`src/rtl/core/kmnca_pkg.sv`:
```
// Shared types and constants for the k-means nearest-centre assignment block.
// Used by kmnca_cell and kmeans_nearest_center_assign_top; no dependencies.
`default_nettype none
package kmnca_pkg;

  localparam int MAX_CENTERS_DEF = 16;
  localparam int MAX_DIMS_DEF    = 16;
  localparam int COORD_BITS_DEF  = 16;

  localparam int IN_COORD_W = 16;
  localparam int IDX_W      = 4;
  localparam int NUM_W      = 5;
  localparam int DIST_W     = 36;
  localparam int CNT_W      = 32;
  localparam int OBJ_W      = 63;

  typedef enum logic [1:0] {
    OP_LOAD  = 2'd0,
    OP_START = 2'd1,
    OP_POINT = 2'd2,
    OP_READ  = 2'd3
  } op_t;

  typedef struct packed {
    logic wr;
    logic mul;
    logic acc;
    logic clr_part;
    logic clr_cnt;
    logic bump;
    logic chain;
  } cell_ctl_t;

endpackage
`default_nettype wire

```
`src/rtl/core/kmnca_cell.sv`:
```
// One centre of the chain: its coordinates, running distance and count.
// Passes the best (index, distance) pair to its neighbour. Uses kmnca_pkg.
`default_nettype none
module kmnca_cell #(
  parameter int IDX      = 0,
  parameter int MAX_DIMS = kmnca_pkg::MAX_DIMS_DEF,
  parameter int CW       = kmnca_pkg::COORD_BITS_DEF,
  parameter int CA_W     = 4,
  parameter int DA_W     = 4
) (
  input  wire                               clk,
  input  wire                               rst,
  input  kmnca_pkg::cell_ctl_t              ctl,
  input  wire                               sel,
  input  wire [DA_W-1:0]                    waddr,
  input  wire [DA_W-1:0]                    raddr,
  input  wire signed [CW-1:0]               wdata,
  input  wire signed [CW-1:0]               coord,
  input  wire [kmnca_pkg::NUM_W-1:0]        num_centers,
  input  wire [CA_W-1:0]                    best_sel,
  input  wire [CA_W-1:0]                    chain_idx_in,
  input  wire [kmnca_pkg::DIST_W-1:0]       chain_dist_in,
  output logic [CA_W-1:0]                   chain_idx,
  output logic [kmnca_pkg::DIST_W-1:0]      chain_dist,
  output logic [kmnca_pkg::CNT_W-1:0]       count
);
  import kmnca_pkg::*;

  localparam int PW = 2 * CW + 2;
  localparam int SW = ((PW > DIST_W) ? PW : DIST_W) + 1;
  localparam logic [SW-1:0] DMAX = SW'({DIST_W{1'b1}});

  logic signed [CW-1:0] mem [MAX_DIMS];
  logic signed [CW-1:0] rd_data;
  logic [PW-1:0]        prod;
  logic [DIST_W-1:0]    part;
  logic signed [CW:0]   diff;
  logic [CW:0]          mag;
  logic [SW-1:0]        sum;
  logic                 in_use;
  logic                 take_own;

  always_ff @(posedge clk) begin
    if (ctl.wr && sel) begin
      mem[waddr] <= wdata;
    end
    rd_data <= mem[raddr];
  end

  always_comb begin
    diff = (CW+1)'(coord) - (CW+1)'(rd_data);
    mag  = diff[CW] ? (CW+1)'(-diff) : (CW+1)'(diff);
    sum  = SW'(part) + SW'(prod);
    in_use = (IDX == 0) || (7'(IDX) < 7'(num_centers));
    take_own = (IDX == 0) || (in_use && (part < chain_dist_in));
  end

  always_ff @(posedge clk) begin
    if (ctl.mul) begin
      prod <= PW'(mag) * PW'(mag);
    end
  end

  always_ff @(posedge clk) begin
    if (rst || ctl.clr_part) begin
      part <= '0;
    end else if (ctl.acc) begin
      part <= (sum > DMAX) ? {DIST_W{1'b1}} : sum[DIST_W-1:0];
    end
  end

  always_ff @(posedge clk) begin
    if (rst || ctl.clr_cnt) begin
      count <= '0;
    end else if (ctl.bump && (best_sel == CA_W'(IDX)) && (count != {CNT_W{1'b1}})) begin
      count <= count + 1'b1;
    end
  end

  always_ff @(posedge clk) begin
    if (ctl.chain) begin
      if (take_own) begin
        chain_idx  <= CA_W'(IDX);
        chain_dist <= part;
      end else begin
        chain_idx  <= chain_idx_in;
        chain_dist <= chain_dist_in;
      end
    end
  end

endmodule
`default_nettype wire
```
`config.mk`:
```
export PLATFORM = sky130hd
export DESIGN_NAME = kmnca_cell
export DESIGN_NICKNAME = d
export VERILOG_FILES = /design/src/rtl/core/kmnca_pkg.sv /design/src/rtl/core/kmnca_cell.sv
export SDC_FILE = /design/constraint.sdc
export NUM_CORES = 1
export LEC_CHECK = 0
export ABC_AREA = 0
export BUFFER_PORTS_ARGS = -buffer_cell sky130_fd_sc_hd__buf_4
export CAP_MARGIN = 10
export CORE_MARGIN = 4
export CORE_UTILIZATION = 45
export DETAILED_ROUTE_END_ITERATION = 10
export SYNTH_ARGS = -nofsm -noshare
export SYNTH_HDL_FRONTEND = slang
export SYNTH_SLANG_ARGS = --single-unit
```
`constraint.sdc`:
```
create_clock -name clk -period 11.3 [get_ports clk]
set_input_delay 1.13 -clock clk [delete_from_list [all_inputs] [get_ports clk]]
set_output_delay 1.13 -clock clk [all_outputs]
set_load 0.05 [all_outputs]
```
---- Word level (Yosys, flattened, before mapping) ----
Memories as Yosys holds them, arrays and structs flattened. A register that Yosys moved wholly into a read port is not among the register bits.
Cells that the tools add are included.
storage, ports and cells
  register bits ........................... 138
  bits in latches ......................... 0
  memory bits (writable) .................. 256
  bits in read-only memories .............. 0
  logic and storage cells ................. 22
  memories ................................ 1
memories
  name  words  bits a word  rd ports  clocked after memory_dff  write ports  RTL line          RTL
  mem   16     16           1         1                         1            kmnca_cell.sv:33  logic signed [CW-1:0] mem [MAX_DIMS];
operators by class
  add/subtract/negate cells ............... 4
  multipliers ............................. 1
  divide/modulo/power cells ............... 0
  $lt $le $gt $ge ......................... 1
  equality and inequality tests ........... 1
  shift-type cells ........................ 0
  multiplexer cells ....................... 4
  bitwise logic cells ..................... 0
  reductions and logical operators ........ 6
operators by type and width
  operator                                                         number
  adder 36 x 34 -> 37 bit                                          1
  greater-than comparator 37 x 36 -> 1 bit, second input constant  1
  two-way mux 36 bit                                               1
  multiplier 17 x 17 -> 34 bit                                     1
  adder 32 x 1 -> 32 bit, second input constant                    1
  inequality test 32 bit, second input constant                    1
  two-way mux 17 bit                                               1
  negator 17 bit                                                   1
  subtractor 16 x 16 -> 17 bit                                     1
  zero test 4 bit                                                  1
  logical AND 1 bit                                                3
  logical OR 1 bit                                                 2
  two-way mux 1 bit                                                2

---- Longest topological paths before layout ----
Gate-level depths: netlist of the first run.
  depth in word-level cells ............... 4
  gate-level depth with buffers ........... 35
  depth with buffers taken out ............ 34

---- Least setup slack after synthesis of the first run ----
Ideal clock, no wire load.
  path kind ............................... input port to flip-flop
  start point ............................. input port coord[0]
  end point ............................... register prod[32], data pin
  arrival ................................. 9,072 ps
  slack ................................... 1,964 ps
  stages on the path ...................... 31
  cell sequence ........................... inv_1 > ha_1 > fa_1 > nor2b_4 > o31a_1 > o211a_1 > a2111oi_4 > o2111ai_4 > nor3_1 > o21ai_1 > a21oi_2 > buf_2 > o21ai_1 > fa_1 > inv_1 > fa_1 > fa_1 > fa_1 > fa_1 > inv_1 > fa_1 > inv_1 > ha_1 > a21o_1 > or3_1 > o211ai_1 > nand3_1 > a31oi_1 > o21ai_0 > a221oi_1 > xnor2_1
between the ends
  word-level cells in the longest chain between the ends .. 4
ends and longest elaborated chain
  what                            RTL line          RTL
  from (decl)                     kmnca_cell.sv:18  input wire signed [CW-1:0] coord,
  subtractor 16 x 16 -> 17 bit *  kmnca_cell.sv:51  diff = (CW+1)'(coord) - (CW+1)'(rd_data);
  negator 17 bit                  kmnca_cell.sv:52  mag = diff[CW] ? (CW+1)'(-diff) : (CW+1)'(diff);
  two-way mux 17 bit *            kmnca_cell.sv:52
  multiplier 17 x 17 -> 34 bit *  kmnca_cell.sv:60  prod <= PW'(mag) * PW'(mag);
  to (signal assigned)            kmnca_cell.sv:60
  to (decl)                       kmnca_cell.sv:35  logic [PW-1:0] prod;
Every way passes the cells marked *; elsewhere a longest branch is shown, timed or not.
A chain may end at the register's enable or synchronous reset.

---- Final worst setup path of the first run ----
  start point ............................. input port coord[0]
  end point ............................... register prod[31], data pin
The elaborated chain is that of the path after synthesis.

==> flow_metrics.env, run 1 <==
export IMPL_cp_start_kind="input pin"
export IMPL_report_final_slew_viol_count=0
export IMPL_post_cts_resized=0
export IMPL_multi_input_area_um2=13300
export IMPL_diodes=0
export IMPL_worst_pin_slew_ns=0.9760
export IMPL_fin_nets=2744
export IMPL_cts_hold_fix_buffers=0
export IMPL_fin_skew_ns=0.04141
export IMPL_grt_max_degree=65
export IMPL_hold_violations=0
export IMPL_ys_types=81
export IMPL_max_freq_mhz=100.2
export IMPL_initial_utilization_pct=45.83
export IMPL_core_area_um2=56930
export IMPL_vias=16650
export IMPL_grt_use_total_pct=18.59
export IMPL_gp_congestion=0.8952
export IMPL_synth_seq_area_share_pct=43.85
export IMPL_clock_sinks=409
export IMPL_clkTransAtPathRegs_ns=0.06
export IMPL_finalWirelength_mm=57.42
export IMPL_ys_warn_count=0
export IMPL_ff_latch_area_um2=11440
export IMPL_async_reset_ff_share_pct=0
export IMPL_relSlewSlack_pct=34.93
export IMPL_portBuffers=121
export IMPL_required_ns=11.63
export IMPL_post_cts_buffers=0
export IMPL_area_delta_synth_final_pct=12.91
export IMPL_ioPinCount=171
export IMPL_drtIter0Drc=1062
export IMPL_drive_gt1_share_pct=14.26
export IMPL_synth_seq_cells=409
export IMPL_dieArea_um2=61900
export IMPL_synth_avg_cell_area_um2=12.14
export IMPL_finalWorstSetupSlack_ns=1.322
export IMPL_path_delay_family="adder cells"
export IMPL_antenna_found_initial=1
export IMPL_min_path_type="flip-flop to flip-flop"
export IMPL_critPathKind="input pin to flip-flop"
export IMPL_cp_max_fo=7
export IMPL_path_buf_inv=7
export IMPL_grt_pass1_wl_mm=93.50
export IMPL_hpwl_mm=41.17
export IMPL_setup_viol=0
export IMPL_cpMostUsedCell="fa_1"
export IMPL_netlist_area_um2=26090
export IMPL_cts_path_max_buffers=3
export IMPL_worstPathArrival_ns=10.31
export IMPL_status="completed"
export IMPL_grt_setup_unrepaired="false"
export IMPL_die_height_um=248.8
export IMPL_grt_overflow=0
export IMPL_min_period_ns=9.978
export IMPL_num_rows=87
export IMPL_max_stage_delay_ns=0.63
export IMPL_synth_ff_type="edfxtp_1"
export IMPL_fp_dieW_um=248.8
export IMPL_first_pass_iters=5
export IMPL_dp_worst_setup_slack_ns=0.7483
export IMPL_final_setup_tns_ns=0
export IMPL_syn_inst=2149
export IMPL_insertion_delay_ns=0.59
export IMPL_numCtsBuffers=44
export IMPL_cp_slowest_cell="a2111oi_4"
export IMPL_cp_end_kind="flip-flop"
export IMPL_postRouteAntennaNets=0
export IMPL_maxCapViolations=0
export IMPL_synth_edf_count=325
export IMPL_root_buffer="clkbuf_16"
export IMPL_vias_per_cell=5.399
export IMPL_nFillCells=4887
export IMPL_cts_tree="yes"
export IMPL_layout_commonest_cell="edfxtp_1"
export IMPL_min_period_over_period_pct=88.30
export IMPL_grt_pass1_vias=17480
export IMPL_wl_per_cell_um=18.62
export IMPL_layout_common_cells="edfxtp_1, inv_1, fa_1, buf_4, ha_1"
export IMPL_final_util_pct=51.75
export IMPL_drc=0
export IMPL_htree_num_levels=2
## synth_stat cells, types with 46 or more instances
master / count / area share, %
nand2_1: 121 / 1.7
mux4_2: 80 / 6.9
o21ai_0: 80 / 1.5
ha_1: 156 / 7.5
xor2_1: 46 / 1.5
edfxtp_1: 325 / 37
inv_1: 285 / 4.1
nor2_1: 155 / 2.2
dfxtp_1: 84 / 6.4
xnor2_1: 57 / 1.9
a21oi_1: 110 / 2.1
fa_1: 193 / 15
clkbuf_1: 47 / 0.68
## metal layers
metal	wire length (um)	share of wire [%]	GRT usage, %
met3	2412	4.2	2.579
met5	0	0	0
met2	29040	51	33.01
met4	1546	2.7	5.193
met1	24420	43	23.99
## sequential cells by signal (all words and copies together) (netlist names)
signal and count:
mem 256, chain_dist 36, part 36, prod 33, count 32, rd_data 16
## path summary, 6_finish.rpt
kind	slack, ns	end	cells after the start	from
setup / recovery	1.32	prod[31]	33	coord[0]
hold / removal	0.46	chain_dist[32]	0	part[32]
setup reg to reg	1.69	prod[31]	31	rd_data[0]
hold reg to reg	0.46	chain_dist[32]	0	part[32]
## cell families (layout without fill, tap and decap cells)
kind of cell / Yosys count / in the layout / share of synthesized area, %
multiplexers: 86 / 86 / 7.140
AND/OR/NAND/NOR: 450 / 450 / 8.243
adder cells (fa/ha/maj): 349 / 349 / 22.29
flip-flops: 409 / 409 / 43.85
other: 2 / 16 / 0.02878
XOR/XNOR: 106 / 106 / 3.644
AO/OA/AOI/OAI: 379 / 379 / 9.327
buffers and inverters: 368 / 533 / 5.481
## final cells by class
cell class / instances / area share [%]
timing repair buffer: 159 / 4.051
tap: 756 / 3.211
clock inverter: 21 / 1.062
multi-input combinational: 1386 / 45.13
clock buffer: 57 / 3.937
inverter: 296 / 3.775
sequential: 409 / 38.83
## worst reg2reg max path, delay by kind of cell, from the launching register on
kind / cells / cell delay [ns]
AOI/OAI and AO/OA: 10 / 3.19
xor gates and xnor gates: 2 / 0.71
adders and majority gates: 9 / 3.74
buffers and inverters: 5 / 0.49
DFF: 1 / 0.33
and+or+nand+nor: 5 / 0.89
## stage by stage
step           cells  hold slack (ns)  area (um2)
6_report        3084           0.4612       29460
3_5_place_dp    3006           0.4464       27990
5_1_grt         3084           0.4793       29460
2_1_floorplan   2163           0.4289       26150
4_1_cts         3084           0.4662       29460
3_3_place_gp    3006           0.4528       27990
Power of run 1 is not shown: default switching activity piles up to over one toggle a cycle in this logic, so the estimate is an artifact.
==> run 2: changes to the inputs <==
--- a/config.mk
+++ b/config.mk
@@ -10,6 +10,7 @@
 export CAP_MARGIN = 10
 export CORE_MARGIN = 4
 export CORE_UTILIZATION = 45
+export CTS_BUF_LIST = sky130_fd_sc_hd__clkbuf_4 sky130_fd_sc_hd__clkbuf_8
 export DETAILED_ROUTE_END_ITERATION = 10
 export SYNTH_ARGS = -nofsm -noshare
 export SYNTH_HDL_FRONTEND = slang
==> run 2 against run 1 <==
Sequential cell count stayed put. First-iteration DRC count is 4.0% higher. Sequential share of layout area hardly changed. Fmax is 0.94% higher. Register-to-register slack better by 0.04 ns. Utilization hardly changed. Critical endpoint is now prod[32].
==> flow_metrics.env, run 2 (same netlist as run 1, synthesis figures left out) <==
export IMPL_hpwl_mm=41.17
export IMPL_first_pass_iters=5
export IMPL_cp_max_fo=13
export IMPL_clock_sinks=409
export IMPL_worstPathArrival_ns=10.28
export IMPL_reg_top3="mem x256, chain_dist x36, part x36"
export IMPL_fp_dieW_um=248.8
export IMPL_max_freq_mhz=101.2
export IMPL_die_height_um=248.8
export IMPL_drive_gt1_share_pct=16.42
export IMPL_required_ns=11.70
export IMPL_min_period_ns=9.886
export IMPL_min_path_type="flip-flop to flip-flop"
export IMPL_post_cts_resized=0
export IMPL_setup_viol=0
export IMPL_grt_pass1_vias=17730
export IMPL_root_buffer="clkbuf_8"
export IMPL_grt_use_total_pct=18.78
export IMPL_maxCapViolations=0
export IMPL_htree_num_levels=3
export IMPL_regMostFlops="mem"
export IMPL_grt_overflow=0
export IMPL_drtIter0Drc=1104
export IMPL_largest_reg_flops=256
export IMPL_core_area_um2=56930
export IMPL_finalWorstSetupSlack_ns=1.414
export IMPL_path_buf_inv=6
export IMPL_vias_per_cell=5.319
export IMPL_fin_nets=2771
export IMPL_fin_skew_ns=0.04861
export IMPL_cpMostUsedCell="fa_1"
export IMPL_nFillCells=4936
export IMPL_rrSetupSlack_ns=1.73
export IMPL_multi_input_area_um2=13300
export IMPL_worst_pin_slew_ns=0.9670
export IMPL_final_util_pct=51.73
export IMPL_cp_end_kind="flip-flop"
export IMPL_min_period_over_period_pct=87.48
export IMPL_path_delay_family="adder cells"
export IMPL_cts_hold_fix_buffers=0
export IMPL_wl_per_cell_um=18.36
export IMPL_portBuffers=121
export IMPL_status="completed"
export IMPL_cts_tree="yes"
export IMPL_antenna_found_initial=1
export IMPL_final_setup_tns_ns=0
export IMPL_vias=16690
export IMPL_grt_pass1_wl_mm=94.09
export IMPL_finalWirelength_mm=57.60
export IMPL_hold_violations=0
export IMPL_cp_start_kind="input pin"
export IMPL_cp_slowest_cell="fa_1"
export IMPL_ff_latch_area_um2=11440
export IMPL_drc=0
export IMPL_num_rows=87
export IMPL_critPathKind="input pin to flip-flop"
export IMPL_insertion_delay_ns=0.68
export IMPL_gp_congestion=0.8952
export IMPL_clkTransAtPathRegs_ns=0.06
export IMPL_grt_setup_unrepaired="false"
export IMPL_max_stage_delay_ns=0.55
export IMPL_cts_path_max_buffers=3
export IMPL_layout_commonest_cell="edfxtp_1"
export IMPL_initial_utilization_pct=45.83
export IMPL_dieArea_um2=61900
export IMPL_dp_worst_setup_slack_ns=0.7483
export IMPL_diodes=0
export IMPL_post_cts_buffers=0
export IMPL_postRouteAntennaNets=0
export IMPL_relSlewSlack_pct=35.53
export IMPL_numCtsBuffers=71
export IMPL_ioPinCount=171
export IMPL_grt_max_degree=65
export IMPL_layout_common_cells="edfxtp_1, inv_1, fa_1, buf_4, ha_1"
export IMPL_report_final_slew_viol_count=0
export IMPL_area_delta_synth_final_pct=12.87
## run 2: cell count changes in the layout (fill, tap and decap cells not counted), sizes merged
| cell | change |
|---|---|
| clkbuf | +46 |
| clkinv | +9 |
| inv | +4 |
| bufinv | -6 |
## run 2: path summary, 6_finish.rpt
check                                start  cells after the start        endpoint
worst min register to register    part[32]                      0  chain_dist[32]
worst max-delay path              coord[0]                     32        prod[32]
worst max register to register  rd_data[0]                     30        prod[32]
worst min-delay path              part[32]                      0  chain_dist[32]
## run 2: layout make-up
class	count	area share, %
multi-input combinational	1386	45.15
sequential	409	38.85
clock buffer	103	4.261
timing repair buffer	159	4.053
inverter	296	3.777
tap	756	3.212
clock inverter	28	0.7010
## run 2: per-layer routing
metal	part of all wire, %	GRT usage, %
met2	51	33.07
met5	0	0
met4	2.3	5.482
met3	4.5	3.383
met1	42	23.84
## run 2: per-stage QoR
step,hold WS [ns],instance area (um2),cells
after global placement,0.4528,27990,3006
final,0.4643,29450,3137
after floorplan,0.4289,26150,2163
after global routing,0.4800,29450,3137
after CTS,0.4649,29450,3137
after detailed placement,0.4464,27990,3006
Power of run 2 is left out for the same reason.
